--- src/hw/rtl/gdd_div.sv ---
// ----------------------------------------------------------------------------
// Graph degree and diameter: restoring divider
// Produces one quotient bit per cycle and holds the quotient until restarted.
// ----------------------------------------------------------------------------
module gdd_div #(
    parameter int NUM_W = 30,
    parameter int DEN_W = 10
) (
    input  logic             i_clk,
    input  logic             i_rst_n,
    input  logic             i_start,
    input  logic [NUM_W-1:0] i_num,
    input  logic [DEN_W-1:0] i_den,
    output logic             o_busy,
    output logic [NUM_W-1:0] o_quot
);

    localparam int CW = $clog2(NUM_W + 1);

    logic [NUM_W-1:0] r_num;
    logic [NUM_W-1:0] r_quot;
    logic [DEN_W:0]   r_rem;
    logic [DEN_W-1:0] r_den;
    logic [CW-1:0]    r_cnt;
    logic             r_busy;
    logic [DEN_W:0]   n_shift;
    logic             n_take;

    always_comb begin
        n_shift = {r_rem[DEN_W-1:0], r_num[NUM_W-1]};
        n_take  = n_shift >= {1'b0, r_den};
    end

    always_ff @(posedge i_clk) begin
        if (!i_rst_n) begin
            r_busy <= 1'b0;
            r_cnt  <= '0;
        end else if (i_start) begin
            r_busy <= 1'b1;
            r_cnt  <= CW'(NUM_W);
            r_num  <= i_num;
            r_den  <= i_den;
            r_rem  <= '0;
            r_quot <= '0;
        end else if (r_busy) begin
            r_num  <= {r_num[NUM_W-2:0], 1'b0};
            r_rem  <= n_take ? n_shift - {1'b0, r_den} : n_shift;
            r_quot <= {r_quot[NUM_W-2:0], n_take};
            r_cnt  <= r_cnt - CW'(1);
            if (r_cnt == CW'(1)) begin
                r_busy <= 1'b0;
            end
        end
    end

    assign o_busy = r_busy;
    assign o_quot = r_quot;

endmodule
--- config.mk ---
export PLATFORM = sky130hd
export DESIGN_NAME = gdd_div
export DESIGN_NICKNAME = d
export VERILOG_FILES = /design/src/hw/rtl/gdd_div.sv
export SDC_FILE = /design/constraint.sdc
export NUM_CORES = 1
export LEC_CHECK = 0
export BUFFER_PORTS_ARGS = -buffer_cell sky130_fd_sc_hd__buf_4
export CAP_MARGIN = 15
export CORE_MARGIN = 3
export CORE_UTILIZATION = 40
export DETAILED_ROUTE_END_ITERATION = 16
export GPL_ROUTABILITY_DRIVEN = 0
export GPL_TIMING_DRIVEN = 0
export SKIP_LAST_GASP = 1
export SLEW_MARGIN = 20
export SYNTH_ARGS = -nofsm -noshare
export SYNTH_HDL_FRONTEND = slang
export SYNTH_SLANG_ARGS = --single-unit
--- constraint.sdc ---
create_clock -name i_clk -period 3.7 [get_ports i_clk]
set_input_delay 0.555 -clock i_clk [delete_from_list [all_inputs] [get_ports i_clk]]
set_output_delay 0.555 -clock i_clk [all_outputs]
set_load 0.02 [all_outputs]
==> qor.csv <==
stage,metric,value,unit
grt,grt_first_pass_wirelength,11700,µm
route,drtIter0Drc,79,
logic_synthesis,async_flop_share,0,
floorplan,io_pins,74,
logic_synthesis,netlist_area,3910,µm²
place,portBuffers,72,
layout,layout.nets,412,
sta,tightestPinTransition,0.553,ns
cts,cts_root_buf,clkbuf_8,
route,route.detailed.drc,0,
logic_synthesis,synth_top_area_frac,0.615,
cts,clock-sinks,86,
cts,hold_buffers,0,
sta,skew,0.0107,ns
sta,hold_ws,0.377,ns
power_and_ir_drop,powerDensity,462,nW/µm²
cts,clkLatencyLatePin,0.35,ns
grt,grt_pass1_vias,2363,
sta,final-hold-violation-count,0,
cts,cts_inserted_buffers,9,
floorplan,die_width,105,µm
layout,num-fill-cells,873,
power_and_ir_drop,vdd_drop_max,216,µV
grt,overflow,0,
sta,tns,0,ns
grt,grt_max_degree,42,
min_path,hold_path.class,in -> reg,
sta,fin_crit_sh,0.645,
floorplan,core_area,9370,µm²
cts,cts.htree.levels,3,
floorplan,initial_core_util,0.417,
cts,post_cts_buffers,0,
sta,maxSlewViolCount,0,
place,dp.final_hpwl,4900,µm
layout,diodes,0,
logic_synthesis,ys_warn_count,0,
job,drv_cap,0,
layout,postLayoutCellArea,4830,µm²
route,vias_per_cell,4.76,
logic_synthesis,synth_cell_types,44,
place,postPlaceCellArea,4630,µm²
critical_path,required,3.79,ns
grt,antenna_found_initial,0,
logic_synthesis,synth-seq-area-share,0.646,
route,route.final.wire_length,7110,µm
cts,cts_tree,yes,
sta,finalCriticalPeriod,2.39,ns
logic_synthesis,syn_inst,272,
floorplan,die_y,105,µm
critical_path,cp_max_fo,3,
route,ant_nets,0,
sta,relSlewSlack,0.631,
sta,setup_viol,0,
sta,rsz0062_at_grt,false,
route,routedWlPerCell,14.5,µm
route,via_count,2330,
critical_path,crit_arrival,2.48,ns
critical_path,worst_setup_path_end_kind,register,
floorplan,row_count,35,
logic_synthesis,synth.most_common_cell,edfxtp_1,
route,drt_first_pass_iters,4,
logic_synthesis,synth_flop_cell,edfxtp_1,
grt,grt.total_usage,0.135,
cts,cts_resized,0,
logic_synthesis,yosys.area.top_type,edfxtp_1,
layout,fin_util,0.516,
critical_path,critPathKind,reg -> reg,
layout,area_delta_synth_final,23.7,%
power_and_ir_drop,leakagePower,0.00188,µW
critical_path,cp-start-kind,register,
logic_synthesis,syn_area_per_cell,14.4,µm²
layout,layout-drive-gt1-share,0.368,
cts,clock_path_buffers,2,
logic_synthesis,netlist_top_cells_count,"80 x edfxtp_1, 29 x mux2_2, 29 x nor2b_1",
floorplan,die_area,11000,µm²
run_status,status,"finished, final reports clean",
logic_synthesis,ys_seq_elements,86,
sta,max_freq,0.419,GHz
cts,path_clk_slew,0.09,ns
logic_synthesis,synth_edf_count,80,
logic_synthesis,synth_nets,328,
logic_synthesis,synthTopCellsByArea,"edfxtp_1 61%, mux2_2 8.4%, nor2b_1 4.6%, ha_1 3.8%, dfxtp_1 3.1%",
## placed cells by master (no fill, tap or decap), drive strengths merged
cell	instances
nand2	4
a211oi	4
a21oi	10
nand3	4
mux2i	6
o21bai	2
nor2	18
or3	1
fa	1
o311a	1
o21ai	7
inv	21
and3	1
clkinv	2
ha	12
o21a	1
o211ai	2
mux2	29
edfxtp	80
xor2	3
clkinvlp	1
o2111ai	1
a31oi	1
buf	77
a211o	1
dfxtp	6
nor4b	1
xnor2	6
a21boi	5
nand4	1
and2	3
nand3b	1
nand2b	1
a21o	1
bufinv	1
clkbuf	14
nor2b	29
or2	2
## final timing paths
kind         slack, ns      start  cells past startpoint        end
max               1.31  r_num[29]                     10   r_rem[6]
min               0.38   i_den[0]                      1   r_den[0]
max reg2reg       1.31  r_num[29]                     10   r_rem[6]
min reg2reg       0.55  r_num[14]                      1  r_num[15]
## flip-flops by register name (all words and copies together), names as in the netlist
register / flops
r_den: 10
r_rem: 10
r_cnt: 5
r_num: 30
o_busy: 1
o_quot: 30
## final cells by class
cell class / instances / area, µm² / share of cell area
Buffer: 9 / 43.8 / 0.00906
Clock buffer: 9 / 124 / 0.0256
Clock inverter: 7 / 78.8 / 0.0163
Inverter: 18 / 70.1 / 0.0145
Multi-Input combinational cell: 159 / 1270 / 0.263
Sequential cell: 86 / 2520 / 0.522
Tap cell: 129 / 161 / 0.0334
Timing Repair Buffer: 73 / 561 / 0.116
## worst max-delay path, cell delays in order (launching register included)
cell	delay (ns)
edfxtp_1	0.41
inv_1	0.08
ha_1	0.18
inv_1	0.06
fa_1	0.42
a211oi_1	0.37
o21bai_1	0.13
a21oi_1	0.18
xnor2_1	0.09
mux2i_1	0.14
nor2_1	0.05
## kinds of logic (layout without fill, tap and decap cells)
logic type / after synthesis / count (layout) / share of synthesized area
flops: 86 / 86 / 0.646
simple gates: 66 / 66 / 0.0932
compound gates: 36 / 36 / 0.0698
mux: 35 / 35 / 0.0990
buf+inv: 27 / 116 / 0.0285
fa+ha+maj: 13 / 13 / 0.0436
xor+xnor: 9 / 9 / 0.0202
## per-layer routing
| metal | GRT usage | part of all wire | up-vias |
|---|---|---|---|
| met5 | 0 | 0 | - |
| met3 | 0.0587 | 0.074 | 9 |
| met2 | 0.201 | 0.46 | 54 |
| met1 | 0.181 | 0.45 | 1110 |
| met4 | 0.0366 | 0.0096 | 0 |
| li1 | - | - | 1157 |
## stage by stage
step                power (µW)  setup WS [ns]  instances
floorplan                 1450          0.598        272
global placement          1560         -0.389        473
detailed placement        1570          0.962        474
CTS                       2270           1.34        490
global route              2350           1.13        490
finish                    2230           1.31        490
## power breakdown
part           internal, µW  leakage [µW]  switching [µW]
clock                   321     0.0000998             366
sequential             1150      0.000822            29.5
combinational           179      0.000962             192
total                  1650       0.00188             588
(Power assumes the default switching activity.)
