File: src/hw/rtl/gdd_pkg.sv
// ----------------------------------------------------------------------------
// Graph degree and diameter: shared definitions
// Default sizes, saturation limits and the item mode codes.
// ----------------------------------------------------------------------------
package gdd_pkg;

    localparam int MAX_VERTICES_DEF = 256;
    localparam int WORD_BITS_DEF    = 64;

    localparam logic [15:0] DEG_SAT  = 16'hFFFF;
    localparam logic [19:0] EDGE_SAT = 20'hF_FFFF;
    localparam logic [23:0] SUM_SAT  = 24'hFF_FFFF;
    localparam logic [7:0]  DIAM_SAT = 8'hFF;

    typedef enum logic [1:0] {
        MODE_ADD    = 2'd0,
        MODE_REPORT = 2'd1,
        MODE_CLEAR  = 2'd2,
        MODE_NONE   = 2'd3
    } t_mode;

endpackage

File: src/hw/rtl/gdd_ram.sv
// ----------------------------------------------------------------------------
// Graph degree and diameter: simple dual-port memory
// One write port and one read port with registered read data.
// ----------------------------------------------------------------------------
module gdd_ram #(
    parameter int DEPTH = gdd_pkg::MAX_VERTICES_DEF,
    parameter int WIDTH = 16
) (
    input  logic                     i_clk,
    input  logic                     i_we,
    input  logic [$clog2(DEPTH)-1:0] i_waddr,
    input  logic [WIDTH-1:0]         i_wdata,
    input  logic [$clog2(DEPTH)-1:0] i_raddr,
    output logic [WIDTH-1:0]         o_rdata
);

    logic [WIDTH-1:0] r_mem [DEPTH];
    logic [WIDTH-1:0] r_rdata;

    always_ff @(posedge i_clk) begin
        if (i_we) begin
            r_mem[i_waddr] <= i_wdata;
        end
        r_rdata <= r_mem[i_raddr];
    end

    assign o_rdata = r_rdata;

endmodule

File: config.mk
export PLATFORM = sky130hd
export DESIGN_NAME = gdd_ram
export DESIGN_NICKNAME = d
export VERILOG_FILES = /design/src/hw/rtl/gdd_pkg.sv /design/src/hw/rtl/gdd_ram.sv
export SDC_FILE = /design/constraint.sdc
export NUM_CORES = 2
export LEC_CHECK = 0
export BUFFER_PORTS_ARGS = -buffer_cell sky130_fd_sc_hd__buf_4
export CAP_MARGIN = 10
export CORE_MARGIN = 2
export CORE_UTILIZATION = 45
export DETAILED_ROUTE_END_ITERATION = 8
export PLACE_DENSITY_LB_ADDON = 0.2
export SYNTH_ARGS = -nofsm -noshare
export SYNTH_HDL_FRONTEND = slang
export SYNTH_SLANG_ARGS = --single-unit
File: constraint.sdc
create_clock -name i_clk -period 2.75 [get_ports i_clk]
set_clock_uncertainty 0.15 [all_clocks]
set_input_delay 0.275 -clock i_clk [delete_from_list [all_inputs] [get_ports i_clk]]
set_output_delay 0.275 -clock i_clk [all_outputs]
set_load 0.02 [all_outputs]
==> metrics.csv <==
metric,value,unit
drc,0,
worst_pin_slew,1.06,ns
cts_htree_levels,5,
first_pass_iters,6,
p_leak,60.4,nW
syn2layout_area_growth,17.4,%
start_util,45.1,%
drv_cap,0,
finalCritPeriodShare,99.0,%
placed_area,173000,µm²
syn-cell-area,159000,µm²
ff2ff_path_depth,6,
hold_slack,0.0865,ns
slew_headroom,29.4,%
root_buffer,clkbuf_16,
drive_gt1_share,31.0,%
grt_max_degree,134,
crit_required,3.42,ns
hpwl,275000,µm
nets,8478,
r2r_slack,0.03,ns
cts_setup_buffers,0,
holdPathStages,5,
vias_per_cell,6.02,
wl_per_cell,32.4,µm
fin_cells,13411,
rsz0062_at_grt,false,
cts_tree,built,
cts_max_path_buffers,4,
placed_cells,12614,
cts-buffers-inserted,422,
hold_class,in2reg,
syn_inst,7360,
fin_crit,2.72,ns
cts.sinks,4112,
path_max_fanout,1,
crit_arrival,3.39,ns
syn_avg_cell_area,21.6,µm²
hold_viol,0,
fillers,27098,
fp.dieH,598,µm
ys_seq_area_share,77.7,%
grt_pass1_wl,611000,µm
die_x,598,µm
worst_ir_drop_vdd,0.763,mV
gp_congestion,0.916,
finalWirelength,435000,µm
cp-end-kind,flip-flop,
start_kind,flip-flop,
grt_overflow,0,
setup_viol,0,
hold_path_end,o_rdata[1]$_DFF_P_,
port_buffers,49,
rr_startpoint,r_mem[54][11]$_DFFE_PP_,
clock_latency,0.98,ns
ys_seq_elements,4112,
path_class,reg2reg,
hold_path.startpoint,i_raddr[6],
clk_pin_slew,0.06,ns
timing.fmax,367,MHz
antenna_found_initial,28,
r2r-end,o_rdata[11]$_DFF_P_,
status,completed,
yosys_warnings,0,
synth.distinct_cells,52,
antenna_left,0,
syn_nets,7394,
power,132,mW
slew_viol_final,0,
grt_pass1_vias,80783,
post-route-cell-area,186000,µm²
gr-usage-all-layers,24.1,%
p_per_area,711,nW/µm²
first_iter_violations,9666,
dieArea,357000,µm²
vias,80801,
core-area,352000,µm²
rows,218,
pin_count,50,
sequential cells by signal, summed over array words and instances, names as in the netlist:
signal	flops
o_rdata	16
r_mem	4096
power breakdown:
part | internal [mW] | leakage (nW) | total [mW] | switching, mW
registers | 69.1 | 36.9 | 69.2 | 0.156
logic | 2.92 | 16.9 | 7.46 | 4.54
clock network | 32.1 | 6.57 | 55.7 | 23.6
Yosys cell counts (all sizes together):
master | n | area (µm²)
a2111oi | 6 | 52.6
a211oi | 18 | 135
a21o | 2 | 15.0
a21oi | 175 | 876
a221oi | 28 | 245
a22o | 32 | 280
a22oi | 43 | 323
a31oi | 6 | 37.5
and2 | 2 | 12.5
and3 | 11 | 68.8
and4 | 2 | 17.5
buf | 222 | 1810
clkbuf | 230 | 863
dfxtp | 16 | 320
edfxtp | 4096 | 123000
inv | 4 | 15.0
mux2 | 88 | 991
mux2i | 565 | 5660
mux4 | 797 | 17900
nand2 | 38 | 143
nand2b | 3 | 18.8
nand3 | 35 | 175
nand3b | 1 | 7.51
nand4 | 26 | 163
nand4b | 3 | 26.3
nor2 | 304 | 1140
nor2b | 9 | 56.3
nor3 | 92 | 460
nor3b | 1 | 7.51
nor4 | 18 | 119
nor4bb | 2 | 20.0
o21ai | 38 | 190
o221ai | 253 | 2220
o22ai | 148 | 926
o31ai | 16 | 120
o32ai | 21 | 191
or2 | 5 | 31.3
or3 | 2 | 12.5
or3b | 1 | 8.76
or4b | 1 | 10.0
critical path: stages (launching register included):
cell and delay [ns]:
edfxtp_1 0.38, mux4_2 0.47, mux4_2 0.57, a22o_4 0.36, o32ai_4 0.44, buf_4 0.18
nor4_1 0.04
cell families after synthesis:
family,share of synthesized area (%)
flip-flops,77.7
buffers and inverters,1.69
multiplexers,15.5
AO/OA/AOI/OAI,3.54
AND/OR/NAND/NOR,1.57
per-layer routing:
metal	global-route usage [%]	share of wire, %	vias up
met1	33.8	41	43278
met4	7.80	3.3	8
li1	-	-	33526
met3	3.95	7.5	612
met2	38.7	48	3377
met5	0	0.012	-
cell usage in the layout, fill, tap and decap left out, types with 80 or more instances in the layout:
| master | synthesis | layout |
|---|---|---|
| a21oi_1 | 175 | 174 |
| mux4_2 | 797 | 797 |
| mux2_2 | 88 | 88 |
| clkinv_2 | 0 | 90 |
| clkbuf_16 | 0 | 428 |
| mux2i_1 | 565 | 565 |
| buf_12 | 5 | 166 |
| clkinv_1 | 0 | 89 |
| nor2_1 | 304 | 188 |
| o221ai_1 | 252 | 252 |
| o22ai_1 | 148 | 148 |
| nor3_1 | 92 | 88 |
| edfxtp_1 | 4096 | 4096 |
| clkbuf_1 | 230 | 80 |
| buf_4 | 26 | 899 |
| nor2_2 | 0 | 115 |
final cells by class:
class / instances / area [µm²] / share of cell area, %
Antenna cell: 7 / 17.5 / 0.00940
Clock buffer: 512 / 11100 / 5.94
Clock inverter: 252 / 2310 / 1.24
Inverter: 4 / 27.5 / 0.0148
Multi-Input combinational cell: 2792 / 33200 / 17.8
Sequential cell: 4112 / 123000 / 66.2
Tap cell: 4620 / 5780 / 3.10
Timing Repair Buffer: 1112 / 10700 / 5.72
per-stage QoR:
stage	setup WS [ns]	setup TNS, ns	util [%]
after floorplan	0.160	0	-
after global placement	-1.24	-11.58	49.1
after detailed placement	-1.11	-11.58	49.1
after CTS	-0.0383	-0.0383	52.9
after global routing	0.00214	0	53.0
final	0.0283	0	53.0
worst max path at each step:
stage | start | to | slack (ns) | cells after the start
after floorplan | i_waddr[3] | r_mem[235][0]$_DFFE_PP_ | 0.16 | 6
after global placement | i_raddr[0] | o_rdata[11]$_DFF_P_ | -1.24 | 11
after detailed placement | i_raddr[0] | o_rdata[11]$_DFF_P_ | -1.11 | 8
after CTS | r_mem[54][11]$_DFFE_PP_ | o_rdata[11]$_DFF_P_ | -0.04 | 6
after global routing | r_mem[54][11]$_DFFE_PP_ | o_rdata[11]$_DFF_P_ | 0.002 | 6
final | r_mem[54][11]$_DFFE_PP_ | o_rdata[11]$_DFF_P_ | 0.03 | 6
what timing repair did:
| item | in CTS | in global routing |
|---|---|---|
| resized for setup | 3 | 10 |
| hold buffers | 25 | 0 |
| endpoints found under the setup margin | 2 | 6 |
| hold endpoints to repair | 3819 | 0 |
| pin swaps | 0 | 2 |
Note: power is estimated with default switching activity, not from simulation.
